<file path="config.mk">
export PLATFORM = sky130hd
export DESIGN_NAME = key_velocity_zone_map_flat
export DESIGN_NICKNAME = d
export VERILOG_FILES = /design/src/sv/kvzm_pkg.sv /design/src/sv/kvzm_if.sv /design/src/sv/kvzm_match.sv /design/src/sv/key_velocity_zone_map.sv /design/src/flat_wrapper.sv
export SDC_FILE = /design/constraint.sdc
export NUM_CORES = 2
export LEC_CHECK = 0
export ABC_AREA = 1
export BUFFER_PORTS_ARGS = -buffer_cell sky130_fd_sc_hd__buf_2
export CAP_MARGIN = 20
export CORE_MARGIN = 3
export CORE_UTILIZATION = 24
export CTS_CLUSTER_DIAMETER = 150
export DETAILED_ROUTE_END_ITERATION = 7
export PLACE_DENSITY = 0.45
export SLEW_MARGIN = 10
export SYNTH_ARGS = -nofsm -noshare
export SYNTH_HDL_FRONTEND = slang
export SYNTH_HIERARCHICAL = 1
export SYNTH_SLANG_ARGS = --single-unit
</file>
<file path="constraint.sdc">
create_clock -name clock -period 7.2 [get_ports clock]
set_input_delay 0.36 -clock clock [delete_from_list [all_inputs] [get_ports clock]]
set_output_delay 0.36 -clock clock [all_outputs]
set_load 0.005 [all_outputs]
</file>
<file path="src/sv/kvzm_pkg.sv">
// types and constants shared by the key and velocity zone map
`default_nettype none

package kvzm_pkg;

   localparam int CMD_WIDTH    = 3;
   localparam int TAG_WIDTH    = 5;
   localparam int NOTE_WIDTH   = 7;
   localparam int VEL_WIDTH    = 8;
   localparam int QVEL_WIDTH   = 7;
   localparam int LEVEL_WIDTH  = 15;
   localparam int STATUS_WIDTH = 2;
   localparam int CSR_INDEX_WIDTH = 1;

   localparam logic [VEL_WIDTH-1:0]   VEL_FULL    = 8'd128;
   localparam logic [LEVEL_WIDTH-1:0] VEL_SCALE   = 15'd254;
   localparam logic [LEVEL_WIDTH-1:0] LEVEL_FLOOR = 15'd1;
   localparam logic [LEVEL_WIDTH-1:0] LEVEL_CEIL  = 15'd32511;
   localparam logic [QVEL_WIDTH-1:0]  QVEL_MAX    = 7'd127;
   localparam logic [NOTE_WIDTH-1:0]  LOWEST_NOTE_RESET  = 7'd0;
   localparam logic [NOTE_WIDTH-1:0]  HIGHEST_NOTE_RESET = 7'd127;

   localparam logic [CSR_INDEX_WIDTH-1:0] CSR_LOWEST_NOTE  = 1'd0;
   localparam logic [CSR_INDEX_WIDTH-1:0] CSR_HIGHEST_NOTE = 1'd1;

   typedef enum logic [CMD_WIDTH-1:0] {
      CMD_CLEAR    = 3'd0,
      CMD_LOAD     = 3'd1,
      CMD_FINALIZE = 3'd2,
      CMD_LOOKUP   = 3'd3,
      CMD_FIRST    = 3'd4
   } cmd_type;

   typedef enum logic [STATUS_WIDTH-1:0] {
      STATUS_OK        = 2'd0,
      STATUS_FULL      = 2'd1,
      STATUS_NOT_READY = 2'd2,
      STATUS_EMPTY     = 2'd3
   } status_type;

   typedef enum logic [3:0] {
      ST_IDLE,
      ST_EXEC,
      ST_SORT_RI,
      ST_SORT_CI,
      ST_SORT_CMP,
      ST_SORT_PUT,
      ST_VEL_RD,
      ST_VEL,
      ST_NOTE_RD,
      ST_NOTE,
      ST_LOW_RD,
      ST_LOW,
      ST_LOOK,
      ST_FIRST,
      ST_DONE
   } state_type;

   typedef struct packed {
      logic [TAG_WIDTH-1:0]  tag;
      logic [NOTE_WIDTH-1:0] nlo;
      logic [NOTE_WIDTH-1:0] nhi;
      logic [VEL_WIDTH-1:0]  vlo;
      logic [VEL_WIDTH-1:0]  vhi;
   } zone_type;

   typedef struct packed {
      status_type            status;
      logic                  hit;
      logic [TAG_WIDTH-1:0]  found_tag;
      logic [NOTE_WIDTH-1:0] note_low;
      logic [NOTE_WIDTH-1:0] note_high;
      logic [VEL_WIDTH-1:0]  vel_low;
      logic [VEL_WIDTH-1:0]  vel_high;
   } result_type;

endpackage

`default_nettype wire

</file>
<file path="src/sv/kvzm_if.sv">
// request, response and register write channel interfaces
`default_nettype none

interface kvzm_req_if;
   logic                             valid;
   logic                             ready;
   logic [kvzm_pkg::CMD_WIDTH-1:0]   cmd;
   logic [kvzm_pkg::TAG_WIDTH-1:0]   zone_tag;
   logic [kvzm_pkg::NOTE_WIDTH-1:0]  root_note;
   logic [kvzm_pkg::VEL_WIDTH-1:0]   vel_top;
   logic [kvzm_pkg::NOTE_WIDTH-1:0]  query_note;
   logic [kvzm_pkg::QVEL_WIDTH-1:0]  query_velocity;

   modport source (output valid, cmd, zone_tag, root_note, vel_top, query_note,
                   query_velocity, input ready);
   modport sink (input valid, cmd, zone_tag, root_note, vel_top, query_note,
                 query_velocity, output ready);
endinterface

interface kvzm_rsp_if;
   logic                              valid;
   logic                              ready;
   logic [kvzm_pkg::STATUS_WIDTH-1:0] status;
   logic                              hit;
   logic [kvzm_pkg::TAG_WIDTH-1:0]    found_tag;
   logic [kvzm_pkg::NOTE_WIDTH-1:0]   note_low;
   logic [kvzm_pkg::NOTE_WIDTH-1:0]   note_high;
   logic [kvzm_pkg::VEL_WIDTH-1:0]    vel_low;
   logic [kvzm_pkg::VEL_WIDTH-1:0]    vel_high;

   modport source (output valid, status, hit, found_tag, note_low, note_high,
                   vel_low, vel_high, input ready);
   modport sink (input valid, status, hit, found_tag, note_low, note_high,
                 vel_low, vel_high, output ready);
endinterface

interface kvzm_csr_if;
   logic                                 valid;
   logic                                 ready;
   logic [kvzm_pkg::CSR_INDEX_WIDTH-1:0] index;
   logic [kvzm_pkg::NOTE_WIDTH-1:0]      data;

   modport source (output valid, index, data, input ready);
   modport sink (input valid, index, data, output ready);
endinterface

`default_nettype wire

</file>
<file path="src/sv/kvzm_match.sv">
// half-open note and velocity range test of one zone against a query
`default_nettype none

module kvzm_match (
   input  kvzm_pkg::zone_type                 zone,
   input  logic [kvzm_pkg::NOTE_WIDTH-1:0]    query_note,
   input  logic [kvzm_pkg::LEVEL_WIDTH-1:0]   query_level,
   output logic                               hit
);

   logic [kvzm_pkg::LEVEL_WIDTH-1:0] lo_level;
   logic [kvzm_pkg::LEVEL_WIDTH-1:0] hi_level;

   // zone bounds in 1/128 steps scaled onto the query grid
   assign lo_level = kvzm_pkg::LEVEL_WIDTH'(zone.vlo) * kvzm_pkg::VEL_SCALE;
   assign hi_level = kvzm_pkg::LEVEL_WIDTH'(zone.vhi) * kvzm_pkg::VEL_SCALE;

   assign hit = (zone.nlo <= query_note) && (query_note < zone.nhi) &&
                (lo_level <= query_level) && (query_level < hi_level);

endmodule

`default_nettype wire

</file>
<file path="src/sv/key_velocity_zone_map.sv">
// top level of the key and velocity zone map
`default_nettype none

// Zone table of up to MAX_ZONES entries held in one single-port-read,
// single-port-write RAM with a registered read. One request beat is taken at
// a time, and the response sits in an output register so the next request is
// accepted while it waits. Lookup scans the entries in order, one per cycle,
// until one hits. Finalize runs an insertion sort in the RAM, then a forward
// velocity pass, a backward note pass and a lowest-group pass of one entry per
// cycle each, all through the one RAM read port.
module key_velocity_zone_map #(
   parameter int MAX_ZONES = 32
) (
   input  logic       clock,
   input  logic       reset,
   kvzm_req_if.sink   req_bus,
   kvzm_rsp_if.source rsp_bus,
   kvzm_csr_if.sink   csr_bus
);

   localparam int AW = $clog2(MAX_ZONES);
   localparam int CW = $clog2(MAX_ZONES + 1);

   kvzm_pkg::state_type state_ff, state_in;
   logic [CW-1:0] count_ff, count_in;
   logic          ready_ff, ready_in;
   logic [kvzm_pkg::NOTE_WIDTH-1:0] lowest_ff, lowest_in;
   logic [kvzm_pkg::NOTE_WIDTH-1:0] highest_ff, highest_in;
   logic          rsp_valid_ff, rsp_valid_in;
   kvzm_pkg::result_type rsp_data_ff, rsp_data_in;

   logic [kvzm_pkg::CMD_WIDTH-1:0]   cmd_ff, cmd_in;
   logic [kvzm_pkg::TAG_WIDTH-1:0]   tag_ff, tag_in;
   logic [kvzm_pkg::NOTE_WIDTH-1:0]  root_ff, root_in;
   logic [kvzm_pkg::VEL_WIDTH-1:0]   vtop_ff, vtop_in;
   logic [kvzm_pkg::NOTE_WIDTH-1:0]  qnote_ff, qnote_in;
   logic [kvzm_pkg::LEVEL_WIDTH-1:0] level_ff, level_in;
   logic [CW-1:0] i_ff, i_in;
   logic [CW-1:0] j_ff, j_in;
   kvzm_pkg::zone_type cur_ff, cur_in;
   logic [kvzm_pkg::NOTE_WIDTH-1:0] prev_nlo_ff, prev_nlo_in;
   logic [kvzm_pkg::VEL_WIDTH-1:0]  prev_vhi_ff, prev_vhi_in;
   logic [kvzm_pkg::NOTE_WIDTH-1:0] next_ff, next_in;
   logic [kvzm_pkg::NOTE_WIDTH-1:0] low_ff, low_in;
   kvzm_pkg::result_type res_ff, res_in;

   kvzm_pkg::zone_type zone_mem [MAX_ZONES];
   kvzm_pkg::zone_type rd_data_ff;
   logic          rd_en;
   logic [AW-1:0] rd_addr;
   logic          wr_en;
   logic [AW-1:0] wr_addr;
   kvzm_pkg::zone_type wr_data;

   logic req_fire;
   logic table_empty;
   logic table_full;
   logic [CW-1:0] i_inc, i_dec, j_inc, j_dec, j_dec2, last_idx;
   logic j_more;
   logic sort_greater;
   logic first_grp;
   logic [kvzm_pkg::VEL_WIDTH-1:0] vel_start;
   logic [kvzm_pkg::VEL_WIDTH-1:0] vel_end;
   logic at_top, grp_end;
   logic [kvzm_pkg::NOTE_WIDTH-1:0] note_end;
   logic [kvzm_pkg::NOTE_WIDTH-1:0] low_ref;
   logic low_match;
   logic zone_hit;
   logic [kvzm_pkg::VEL_WIDTH-1:0] vtop_sat;
   logic [kvzm_pkg::LEVEL_WIDTH-1:0] req_level;
   kvzm_pkg::result_type zone_res;

   kvzm_match u_match (
      .zone        (rd_data_ff),
      .query_note  (qnote_ff),
      .query_level (level_ff),
      .hit         (zone_hit)
   );

   assign req_bus.ready = (state_ff == kvzm_pkg::ST_IDLE);
   assign req_fire      = req_bus.valid && req_bus.ready;
   assign csr_bus.ready = 1'b1;

   assign table_empty = (count_ff == '0);
   assign table_full  = (count_ff >= CW'(MAX_ZONES));
   assign i_inc    = i_ff + CW'(1);
   assign i_dec    = i_ff - CW'(1);
   assign j_inc    = j_ff + CW'(1);
   assign j_dec    = j_ff - CW'(1);
   assign j_dec2   = j_ff - CW'(2);
   assign last_idx = count_ff - CW'(1);
   assign j_more   = (j_inc < count_ff);

   assign sort_greater = (rd_data_ff.nlo != cur_ff.nlo) ? (rd_data_ff.nlo > cur_ff.nlo)
                                                         : (rd_data_ff.vhi > cur_ff.vhi);

   assign first_grp = (j_ff == '0) || (rd_data_ff.nlo != prev_nlo_ff);
   assign vel_start = first_grp ? '0 : prev_vhi_ff;
   assign vel_end   = (rd_data_ff.vhi < vel_start) ? vel_start : rd_data_ff.vhi;

   assign at_top   = (j_ff == last_idx);
   assign grp_end  = at_top || (rd_data_ff.nlo != prev_nlo_ff);
   assign note_end = at_top ? highest_ff : (grp_end ? prev_nlo_ff : next_ff);

   assign low_ref   = (j_ff == '0) ? rd_data_ff.nlo : low_ff;
   assign low_match = (rd_data_ff.nlo == low_ref);

   assign vtop_sat = (vtop_ff > kvzm_pkg::VEL_FULL) ? kvzm_pkg::VEL_FULL : vtop_ff;

   always_comb begin
      if (req_bus.query_velocity == '0) begin
         req_level = kvzm_pkg::LEVEL_FLOOR;
      end else if (req_bus.query_velocity >= kvzm_pkg::QVEL_MAX) begin
         req_level = kvzm_pkg::LEVEL_CEIL;
      end else begin
         req_level = {req_bus.query_velocity, 8'b0};
      end
   end

   always_comb begin
      zone_res           = '0;
      zone_res.status    = kvzm_pkg::STATUS_OK;
      zone_res.hit       = 1'b1;
      zone_res.found_tag = rd_data_ff.tag;
      zone_res.note_low  = rd_data_ff.nlo;
      zone_res.note_high = rd_data_ff.nhi;
      zone_res.vel_low   = rd_data_ff.vlo;
      zone_res.vel_high  = rd_data_ff.vhi;
   end

   // next state
   always_comb begin
      state_in = state_ff;
      unique case (state_ff)
         kvzm_pkg::ST_IDLE: begin
            if (req_fire) state_in = kvzm_pkg::ST_EXEC;
         end
         kvzm_pkg::ST_EXEC: begin
            unique case (cmd_ff)
               kvzm_pkg::CMD_FINALIZE: begin
                  if (count_ff > CW'(1)) state_in = kvzm_pkg::ST_SORT_RI;
                  else if (table_empty) state_in = kvzm_pkg::ST_DONE;
                  else state_in = kvzm_pkg::ST_VEL_RD;
               end
               kvzm_pkg::CMD_LOOKUP: begin
                  if (table_empty || !ready_ff) state_in = kvzm_pkg::ST_DONE;
                  else state_in = kvzm_pkg::ST_LOOK;
               end
               kvzm_pkg::CMD_FIRST: begin
                  if (table_empty) state_in = kvzm_pkg::ST_DONE;
                  else state_in = kvzm_pkg::ST_FIRST;
               end
               default: state_in = kvzm_pkg::ST_DONE;
            endcase
         end
         kvzm_pkg::ST_SORT_RI: state_in = kvzm_pkg::ST_SORT_CI;
         kvzm_pkg::ST_SORT_CI: state_in = kvzm_pkg::ST_SORT_CMP;
         kvzm_pkg::ST_SORT_CMP: begin
            if (!sort_greater || (j_ff == CW'(1))) state_in = kvzm_pkg::ST_SORT_PUT;
         end
         kvzm_pkg::ST_SORT_PUT: begin
            if (i_inc < count_ff) state_in = kvzm_pkg::ST_SORT_RI;
            else state_in = kvzm_pkg::ST_VEL_RD;
         end
         kvzm_pkg::ST_VEL_RD: state_in = kvzm_pkg::ST_VEL;
         kvzm_pkg::ST_VEL: begin
            if (!j_more) state_in = kvzm_pkg::ST_NOTE_RD;
         end
         kvzm_pkg::ST_NOTE_RD: state_in = kvzm_pkg::ST_NOTE;
         kvzm_pkg::ST_NOTE: begin
            if (j_ff == '0) state_in = kvzm_pkg::ST_LOW_RD;
         end
         kvzm_pkg::ST_LOW_RD: state_in = kvzm_pkg::ST_LOW;
         kvzm_pkg::ST_LOW: begin
            if (!low_match || !j_more) state_in = kvzm_pkg::ST_DONE;
         end
         kvzm_pkg::ST_LOOK: begin
            if (zone_hit || !j_more) state_in = kvzm_pkg::ST_DONE;
         end
         kvzm_pkg::ST_FIRST: state_in = kvzm_pkg::ST_DONE;
         kvzm_pkg::ST_DONE: begin
            if (!rsp_valid_ff || rsp_bus.ready) state_in = kvzm_pkg::ST_IDLE;
         end
         default: state_in = kvzm_pkg::ST_IDLE;
      endcase
   end

   // datapath and ram control
   always_comb begin
      count_in    = count_ff;
      ready_in    = ready_ff;
      cmd_in      = cmd_ff;
      tag_in      = tag_ff;
      root_in     = root_ff;
      vtop_in     = vtop_ff;
      qnote_in    = qnote_ff;
      level_in    = level_ff;
      i_in        = i_ff;
      j_in        = j_ff;
      cur_in      = cur_ff;
      prev_nlo_in = prev_nlo_ff;
      prev_vhi_in = prev_vhi_ff;
      next_in     = next_ff;
      low_in      = low_ff;
      res_in      = res_ff;
      rd_en       = 1'b0;
      rd_addr     = '0;
      wr_en       = 1'b0;
      wr_addr     = '0;
      wr_data     = rd_data_ff;

      unique case (state_ff)
         kvzm_pkg::ST_IDLE: begin
            if (req_fire) begin
               cmd_in   = req_bus.cmd;
               tag_in   = req_bus.zone_tag;
               root_in  = req_bus.root_note;
               vtop_in  = req_bus.vel_top;
               qnote_in = req_bus.query_note;
               level_in = req_level;
            end
         end
         kvzm_pkg::ST_EXEC: begin
            res_in = '0;
            unique case (cmd_ff)
               kvzm_pkg::CMD_CLEAR: begin
                  count_in = '0;
                  ready_in = 1'b0;
               end
               kvzm_pkg::CMD_LOAD: begin
                  if (table_full) begin
                     res_in.status = kvzm_pkg::STATUS_FULL;
                  end else begin
                     wr_en       = 1'b1;
                     wr_addr     = count_ff[AW-1:0];
                     wr_data.tag = tag_ff;
                     wr_data.nlo = root_ff;
                     wr_data.nhi = root_ff;
                     wr_data.vlo = '0;
                     wr_data.vhi = vtop_sat;
                     count_in    = count_ff + CW'(1);
                     ready_in    = 1'b0;
                  end
               end
               kvzm_pkg::CMD_FINALIZE: begin
                  i_in = CW'(1);
                  if (table_empty) ready_in = 1'b1;
               end
               kvzm_pkg::CMD_LOOKUP: begin
                  j_in = '0;
                  if (table_empty) begin
                     res_in.status = kvzm_pkg::STATUS_EMPTY;
                  end else if (!ready_ff) begin
                     res_in.status = kvzm_pkg::STATUS_NOT_READY;
                  end else begin
                     rd_en   = 1'b1;
                     rd_addr = '0;
                  end
               end
               kvzm_pkg::CMD_FIRST: begin
                  if (table_empty) begin
                     res_in.status = kvzm_pkg::STATUS_EMPTY;
                  end else begin
                     rd_en   = 1'b1;
                     rd_addr = '0;
                  end
               end
               default: res_in = '0;
            endcase
         end
         kvzm_pkg::ST_SORT_RI: begin
            rd_en   = 1'b1;
            rd_addr = i_ff[AW-1:0];
         end
         kvzm_pkg::ST_SORT_CI: begin
            cur_in  = rd_data_ff;
            j_in    = i_ff;
            rd_en   = 1'b1;
            rd_addr = i_dec[AW-1:0];
         end
         kvzm_pkg::ST_SORT_CMP: begin
            if (sort_greater) begin
               wr_en   = 1'b1;
               wr_addr = j_ff[AW-1:0];
               wr_data = rd_data_ff;
               j_in    = j_dec;
               if (j_ff != CW'(1)) begin
                  rd_en   = 1'b1;
                  rd_addr = j_dec2[AW-1:0];
               end
            end
         end
         kvzm_pkg::ST_SORT_PUT: begin
            wr_en   = 1'b1;
            wr_addr = j_ff[AW-1:0];
            wr_data = cur_ff;
            i_in    = i_inc;
         end
         kvzm_pkg::ST_VEL_RD: begin
            j_in    = '0;
            rd_en   = 1'b1;
            rd_addr = '0;
         end
         kvzm_pkg::ST_VEL: begin
            wr_en       = 1'b1;
            wr_addr     = j_ff[AW-1:0];
            wr_data.vlo = vel_start;
            wr_data.vhi = vel_end;
            prev_nlo_in = rd_data_ff.nlo;
            prev_vhi_in = vel_end;
            if (j_more) begin
               j_in    = j_inc;
               rd_en   = 1'b1;
               rd_addr = j_inc[AW-1:0];
            end else begin
               j_in = last_idx;
            end
         end
         kvzm_pkg::ST_NOTE_RD: begin
            rd_en   = 1'b1;
            rd_addr = j_ff[AW-1:0];
         end
         kvzm_pkg::ST_NOTE: begin
            wr_en       = 1'b1;
            wr_addr     = j_ff[AW-1:0];
            wr_data.nhi = note_end;
            wr_data.nlo = (note_end < rd_data_ff.nlo) ? note_end : rd_data_ff.nlo;
            wr_data.vhi = grp_end ? kvzm_pkg::VEL_FULL : rd_data_ff.vhi;
            next_in     = note_end;
            prev_nlo_in = rd_data_ff.nlo;
            if (j_ff != '0) begin
               j_in    = j_dec;
               rd_en   = 1'b1;
               rd_addr = j_dec[AW-1:0];
            end
         end
         kvzm_pkg::ST_LOW_RD: begin
            j_in    = '0;
            rd_en   = 1'b1;
            rd_addr = '0;
         end
         kvzm_pkg::ST_LOW: begin
            low_in = low_ref;
            if (low_match) begin
               wr_en       = 1'b1;
               wr_addr     = j_ff[AW-1:0];
               wr_data.nlo = lowest_ff;
               wr_data.nhi = (rd_data_ff.nhi < lowest_ff) ? lowest_ff : rd_data_ff.nhi;
            end
            if (low_match && j_more) begin
               j_in    = j_inc;
               rd_en   = 1'b1;
               rd_addr = j_inc[AW-1:0];
            end else begin
               ready_in = 1'b1;
               res_in   = '0;
            end
         end
         kvzm_pkg::ST_LOOK: begin
            if (zone_hit) begin
               res_in = zone_res;
            end else if (j_more) begin
               j_in    = j_inc;
               rd_en   = 1'b1;
               rd_addr = j_inc[AW-1:0];
            end else begin
               res_in = '0;
            end
         end
         kvzm_pkg::ST_FIRST: res_in = zone_res;
         kvzm_pkg::ST_DONE: begin
         end
         default: begin
         end
      endcase
   end

   // response register and register writes
   always_comb begin
      rsp_valid_in = rsp_valid_ff;
      rsp_data_in  = rsp_data_ff;
      if ((state_ff == kvzm_pkg::ST_DONE) && (!rsp_valid_ff || rsp_bus.ready)) begin
         rsp_valid_in = 1'b1;
         rsp_data_in  = res_ff;
      end else if (rsp_bus.ready) begin
         rsp_valid_in = 1'b0;
      end

      lowest_in  = lowest_ff;
      highest_in = highest_ff;
      if (csr_bus.valid) begin
         unique case (csr_bus.index)
            kvzm_pkg::CSR_LOWEST_NOTE:  lowest_in  = csr_bus.data;
            kvzm_pkg::CSR_HIGHEST_NOTE: highest_in = csr_bus.data;
            default: lowest_in = lowest_ff;
         endcase
      end
   end

   always_ff @(posedge clock) begin
      if (reset) begin
         state_ff     <= kvzm_pkg::ST_IDLE;
         count_ff     <= '0;
         ready_ff     <= 1'b0;
         lowest_ff    <= kvzm_pkg::LOWEST_NOTE_RESET;
         highest_ff   <= kvzm_pkg::HIGHEST_NOTE_RESET;
         rsp_valid_ff <= 1'b0;
      end else begin
         state_ff     <= state_in;
         count_ff     <= count_in;
         ready_ff     <= ready_in;
         lowest_ff    <= lowest_in;
         highest_ff   <= highest_in;
         rsp_valid_ff <= rsp_valid_in;
      end
   end

   always_ff @(posedge clock) begin
      rsp_data_ff <= rsp_data_in;
      cmd_ff      <= cmd_in;
      tag_ff      <= tag_in;
      root_ff     <= root_in;
      vtop_ff     <= vtop_in;
      qnote_ff    <= qnote_in;
      level_ff    <= level_in;
      i_ff        <= i_in;
      j_ff        <= j_in;
      cur_ff      <= cur_in;
      prev_nlo_ff <= prev_nlo_in;
      prev_vhi_ff <= prev_vhi_in;
      next_ff     <= next_in;
      low_ff      <= low_in;
      res_ff      <= res_in;
   end

   // zone ram
   always_ff @(posedge clock) begin
      if (wr_en) zone_mem[wr_addr] <= wr_data;
      if (rd_en) rd_data_ff <= zone_mem[rd_addr];
   end

   assign rsp_bus.valid     = rsp_valid_ff;
   assign rsp_bus.status    = rsp_data_ff.status;
   assign rsp_bus.hit       = rsp_data_ff.hit;
   assign rsp_bus.found_tag = rsp_data_ff.found_tag;
   assign rsp_bus.note_low  = rsp_data_ff.note_low;
   assign rsp_bus.note_high = rsp_data_ff.note_high;
   assign rsp_bus.vel_low   = rsp_data_ff.vel_low;
   assign rsp_bus.vel_high  = rsp_data_ff.vel_high;

   a_count_bound: assert property (@(posedge clock) disable iff (reset)
      count_ff <= CW'(MAX_ZONES))
      else $error("zone count above table size");

   a_accept_exec: assert property (@(posedge clock) disable iff (reset)
      req_fire |=> (state_ff == kvzm_pkg::ST_EXEC))
      else $error("accepted beat not executed");

   a_scan_index: assert property (@(posedge clock) disable iff (reset)
      ((state_ff == kvzm_pkg::ST_LOOK) || (state_ff == kvzm_pkg::ST_NOTE) ||
       (state_ff == kvzm_pkg::ST_VEL)) |-> (j_ff < count_ff))
      else $error("scan index beyond zone count");

   a_no_rw_clash: assert property (@(posedge clock) disable iff (reset)
      (wr_en && rd_en) |-> (wr_addr != rd_addr))
      else $error("ram read and write to one entry");

endmodule

`default_nettype wire

</file>
<file path="src/flat_wrapper.sv">
// flat-port wrapper written by rule: the top's interface ports become plain ports
module key_velocity_zone_map_flat 
#(
   parameter int MAX_ZONES = 32
)
  (clock, reset, req_bus_valid, req_bus_cmd, req_bus_zone_tag, req_bus_root_note, req_bus_vel_top, req_bus_query_note, req_bus_query_velocity, req_bus_ready, rsp_bus_valid, rsp_bus_status, rsp_bus_hit, rsp_bus_found_tag, rsp_bus_note_low, rsp_bus_note_high, rsp_bus_vel_low, rsp_bus_vel_high, rsp_bus_ready, csr_bus_valid, csr_bus_index, csr_bus_data, csr_bus_ready);
  kvzm_req_if req_bus_i ();
  kvzm_rsp_if rsp_bus_i ();
  kvzm_csr_if csr_bus_i ();
  input  logic clock;
  input  logic reset;
  input wire logic [$bits(req_bus_i.valid)-1:0] req_bus_valid;
  input wire logic [$bits(req_bus_i.cmd)-1:0] req_bus_cmd;
  input wire logic [$bits(req_bus_i.zone_tag)-1:0] req_bus_zone_tag;
  input wire logic [$bits(req_bus_i.root_note)-1:0] req_bus_root_note;
  input wire logic [$bits(req_bus_i.vel_top)-1:0] req_bus_vel_top;
  input wire logic [$bits(req_bus_i.query_note)-1:0] req_bus_query_note;
  input wire logic [$bits(req_bus_i.query_velocity)-1:0] req_bus_query_velocity;
  output wire logic [$bits(req_bus_i.ready)-1:0] req_bus_ready;
  output wire logic [$bits(rsp_bus_i.valid)-1:0] rsp_bus_valid;
  output wire logic [$bits(rsp_bus_i.status)-1:0] rsp_bus_status;
  output wire logic [$bits(rsp_bus_i.hit)-1:0] rsp_bus_hit;
  output wire logic [$bits(rsp_bus_i.found_tag)-1:0] rsp_bus_found_tag;
  output wire logic [$bits(rsp_bus_i.note_low)-1:0] rsp_bus_note_low;
  output wire logic [$bits(rsp_bus_i.note_high)-1:0] rsp_bus_note_high;
  output wire logic [$bits(rsp_bus_i.vel_low)-1:0] rsp_bus_vel_low;
  output wire logic [$bits(rsp_bus_i.vel_high)-1:0] rsp_bus_vel_high;
  input wire logic [$bits(rsp_bus_i.ready)-1:0] rsp_bus_ready;
  input wire logic [$bits(csr_bus_i.valid)-1:0] csr_bus_valid;
  input wire logic [$bits(csr_bus_i.index)-1:0] csr_bus_index;
  input wire logic [$bits(csr_bus_i.data)-1:0] csr_bus_data;
  output wire logic [$bits(csr_bus_i.ready)-1:0] csr_bus_ready;
  assign req_bus_i.valid = req_bus_valid;
  assign req_bus_i.cmd = req_bus_cmd;
  assign req_bus_i.zone_tag = req_bus_zone_tag;
  assign req_bus_i.root_note = req_bus_root_note;
  assign req_bus_i.vel_top = req_bus_vel_top;
  assign req_bus_i.query_note = req_bus_query_note;
  assign req_bus_i.query_velocity = req_bus_query_velocity;
  assign req_bus_ready = req_bus_i.ready;
  assign rsp_bus_valid = rsp_bus_i.valid;
  assign rsp_bus_status = rsp_bus_i.status;
  assign rsp_bus_hit = rsp_bus_i.hit;
  assign rsp_bus_found_tag = rsp_bus_i.found_tag;
  assign rsp_bus_note_low = rsp_bus_i.note_low;
  assign rsp_bus_note_high = rsp_bus_i.note_high;
  assign rsp_bus_vel_low = rsp_bus_i.vel_low;
  assign rsp_bus_vel_high = rsp_bus_i.vel_high;
  assign rsp_bus_i.ready = rsp_bus_ready;
  assign csr_bus_i.valid = csr_bus_valid;
  assign csr_bus_i.index = csr_bus_index;
  assign csr_bus_i.data = csr_bus_data;
  assign csr_bus_ready = csr_bus_i.ready;
  key_velocity_zone_map #(.MAX_ZONES(MAX_ZONES)) u_core (.clock(clock), .reset(reset), .req_bus(req_bus_i), .rsp_bus(rsp_bus_i), .csr_bus(csr_bus_i));
endmodule
</file>
==> implementation parameters <==
Parameter                              Value

Worst setup path
  Kind of start point of the critical path ... flop
  Crit path max-delay family ... adder cells
  Slowest stage cell on the critical path ... sky130_fd_sc_hd__fa_1
  Buffers plus inverters on the worst setup path ... 6
  Kind of critical path ... reg -> reg
  Top cell by count, worst path ... sky130_fd_sc_hd__nand2_1
  CP Data Arrival Time ... 7360 ps
  Critical Path Sink Type ... flop
  Biggest cell delay along the critical path ... 540 ps
  Data required time of the critical path ... 7680 ps
  Largest fanout on the critical path ... 7

Yosys
  Post-synthesis instance total ... 6,333
  Average footprint of a synthesized cell ... 10.41 um^2
  Top cells by area, synth ... sky130_fd_sc_hd__edfxtp_1 (61%), sky130_fd_sc_hd__nand3_1 (9.7%), sky130_fd_sc_hd__nand2_1 (7.4%)
  Commonest cells in the netlist ... sky130_fd_sc_hd__edfxtp_1 (1,346), sky130_fd_sc_hd__nand2_1 (1,293), sky130_fd_sc_hd__nand3_1 (1,281), sky130_fd_sc_hd__inv_1 (986), sky130_fd_sc_hd__nand3b_1 (251)
  Library cell occupying the most area in the post-synthesis netlist ... sky130_fd_sc_hd__edfxtp_1
  Netlist area before placement ... 65,900 um^2
  Number of distinct library cells after synthesis ... 58
  Number of nets produced by synthesis ... 6,581
  Most instantiated library cell after synthesis ... sky130_fd_sc_hd__edfxtp_1
  Share of the synthesized area in the top cell type ... 0.6134
  Count of flip-flops with a built-in enable after synthesis ... 1,346
  #FFs+latches synth ... 1,372
  Synthesis warning total ... 6
  Register area share after synthesis ... 0.6213
  Share of flip-flops with an asynchronous set or reset ... 0
  Most common flop cell mapped by yosys ... sky130_fd_sc_hd__edfxtp_1

CTS
  H-Tree Depth ... 4
  Number of buffers created by CTS ... 157
  CTS tree ... done
  Sink Count ... 1,372
  Clk Tree Root Cell ... sky130_fd_sc_hd__clkbuf_16
  Clock slew at reported path FFs ... 60 ps
  Number of buffers on the longest clock path ... 3
  Clock latency on the worst-skew pair ... 820 ps

Worst hold path
  Path category of the worst min-delay check ... in -> reg

Global routing
  Global-route usage over all layers ... 0.1586
  Global-route wire length before repair ... 329.4 mm
  Number of antenna violations at the first check in global routing ... 5
  Residual overflow from global routing ... 0
  Largest net degree at the start of global routing ... 117
  Number of global-route vias before repair ... 46,971

Status
  Result of the run ... complete, no violations

Cells and area
  Net count of the finished layout ... 6,978
  Multi-input combinational cell area ... 20,210 um^2
  Core occupancy in the finished layout ... 0.2955
  Filler instances ... 28,078
  Layout overhead on the synthesized area ... 21.94%
  Total area of sequential cells ... 40,940 um^2
  Fraction of layout instances using a drive strength above 1 ... 0.1323

Place
  Final weighted congestion in routability-driven placement ... 0.8626
  Port bufs ... 89
  Half-perimeter wire length of the detailed placement result ... 135.6 mm

Timing
  Number of hold violations in the final report ... 0
  Final Setup Violations ... 0
  Worst-case headroom to the max-slew limit ... 0.2446
  Slew of the pin with the lowest slew margin ... 1133 ps
  Minimum clock period after layout ... 6883 ps
  Smallest hold slack ... 88.06 ps
  Clock Skews ... 51.37 ps
  Achievable clock frequency ... 145.3 MHz
  Share of the clock period used by the worst path ... 0.9559
  Count of final max-slew check failures ... 0
  Setup repair after global routing missed its margin ... yes

Detailed routing
  Remaining DRCs ... 0
  Overall routed net length ... 229.9 mm
  Number of nets with antenna violations after routing ... 0
  Count of TritonRoute iterations in the first routing pass ... 6
  Initial DRC Count ... 4,805
  Routed vias ... 48,119
  Number of vias per cell ... 4.615
  Routed length per placed instance ... 22.05 um

Floorplan
  Site row count ... 191
  Area of the core ... 272,000 um^2
  Initial Utilization ... 0.2423
  Horizontal extent of the die ... 530 um
  Vertical extent of the die ... 530 um
  Number of placed I/O pins ... 91
  DIE AREA ... 280,900 um^2

Flow run
  Max-cap violations ... 0
## sequential cells by signal (all words and copies together), names as in the netlist, 8 cells and up
signal / cells
u_core/cur_ff: 35
u_core/vtop_ff: 8
u_core/res_ff: 38
u_core/zone_mem: 1120
u_core/level_ff: 9
u_core/rsp_bus.vel_high: 8
u_core/prev_vhi_ff: 8
u_core/rd_data_ff: 35
u_core/rsp_bus.vel_low: 8
## worst paths after layout
check | slack, ps | from | endpoint | cells after the start
max reg2reg | 320 | u_core/rd_data_ff[13]$_DFFE_PP_ | u_core/rd_data_ff[3]$_DFFE_PP_ | 37
min reg2reg | 400 | u_core/res_ff[10]$_DFFE_PP_ | u_core/rsp_bus.vel_low[2]$_DFFE_PP_ | 0
min | 90 | req_bus_valid | u_core/cmd_ff[0]$_DFFE_PP_ | 3
max | 320 | u_core/rd_data_ff[13]$_DFFE_PP_ | u_core/rd_data_ff[3]$_DFFE_PP_ | 37
## cells in the final DEF, fill, tap and decap left out, types with 14 or more instances in the layout
master / synthesis / layout
sky130_fd_sc_hd__o21ai_0: 75 / 62
sky130_fd_sc_hd__clkinv_2: 0 / 21
sky130_fd_sc_hd__buf_4: 23 / 296
sky130_fd_sc_hd__xor2_1: 31 / 31
sky130_fd_sc_hd__fa_1: 45 / 42
sky130_fd_sc_hd__inv_1: 986 / 982
sky130_fd_sc_hd__nor2_4: 2 / 39
sky130_fd_sc_hd__ha_1: 153 / 141
sky130_fd_sc_hd__clkinv_1: 8 / 47
sky130_fd_sc_hd__nor2_1: 193 / 146
sky130_fd_sc_hd__o211ai_1: 21 / 21
sky130_fd_sc_hd__buf_12: 0 / 85
sky130_fd_sc_hd__nor3_1: 16 / 14
sky130_fd_sc_hd__o22ai_1: 21 / 21
sky130_fd_sc_hd__buf_2: 166 / 89
sky130_fd_sc_hd__dlygate4sd3_1: 0 / 55
sky130_fd_sc_hd__dfxtp_1: 26 / 26
sky130_fd_sc_hd__buf_16: 0 / 14
sky130_fd_sc_hd__edfxtp_1: 1346 / 1346
sky130_fd_sc_hd__nand3_1: 1281 / 1273
sky130_fd_sc_hd__o21a_1: 14 / 14
sky130_fd_sc_hd__buf_6: 41 / 17
sky130_fd_sc_hd__o21ai_2: 1 / 15
sky130_fd_sc_hd__a21oi_1: 97 / 78
sky130_fd_sc_hd__nand3b_1: 251 / 251
sky130_fd_sc_hd__clkbuf_16: 0 / 172
sky130_fd_sc_hd__nand4_1: 25 / 25
sky130_fd_sc_hd__nand2_1: 1293 / 1263
sky130_fd_sc_hd__clkbuf_1: 82 / 31
sky130_fd_sc_hd__nand2_2: 4 / 29
## stage by stage
stage          TNS, ps  area (um^2)  setup slack [ps]  cells
4_1_cts              0        79430             6.866  10392
3_5_place_dp     -9899        73380            -526.3  10032
2_1_floorplan        0        65900             646.5   6333
5_1_grt         -13.11        80360            -6.622  10426
6_report             0        80360             317.4  10426
3_3_place_gp     -8841        73380            -443.0  10032
## repair_timing
action / CTS / global route
pin swaps: 3 / 42
setup buffers: 16 / 19
hold endpoints to repair: 57 / 0
hold buffers: 55 / 0
setup endpoints to repair: 35 / 35
gates cloned: 6 / 16
gates resized for setup: 26 / 107
## worst reg2reg max path, delay by kind of cell, from the launching register on
kind | cells | cell delay, ps
adders and majority gates | 6 | 2630
and+or+nand+nor | 23 | 2420
buffers and inverters | 6 | 850
DFF | 1 | 460
AOI/OAI and AO/OA | 2 | 220
## layout make-up
cell class                      count  area share
Multi-Input combinational cell   3623      0.2514
Inverter                         1002     0.04699
Timing Repair Buffer              574     0.07404
Clock inverter                     91     0.01098
Clock buffer                      193     0.05148
Antenna cell                        1  0.00003114
Sequential cell                  1372      0.5095
Tap cell                         3570     0.05559
## layer usage
metal / global-route usage / up-vias / wire [um]
met5: 0 / - / 0
li1: - / 22281 / -
met4: 0.04567 / 0 / 6048
met2: 0.2552 / 1517 / 104800
met3: 0.02286 / 299 / 13430
met1: 0.2210 / 24022 / 105600
## cell families (layout without fill, tap and decap cells)
family,count (synthesis),in the layout,share of synthesized area
AO/OA/AOI/OAI,292,292,0.02706
other,1,2,0.00005691
adder cells (fa/ha/maj),198,198,0.04272
buffers and inverters,1338,1860,0.08552
multiplexers,3,3,0.0004557
AND/OR/NAND/NOR,3086,3086,0.2172
XOR/XNOR,43,43,0.005715
flip-flops,1372,1372,0.6213
Power is not shown: default switching activity piles up to over one toggle a cycle in this logic, so the estimate is an artifact.
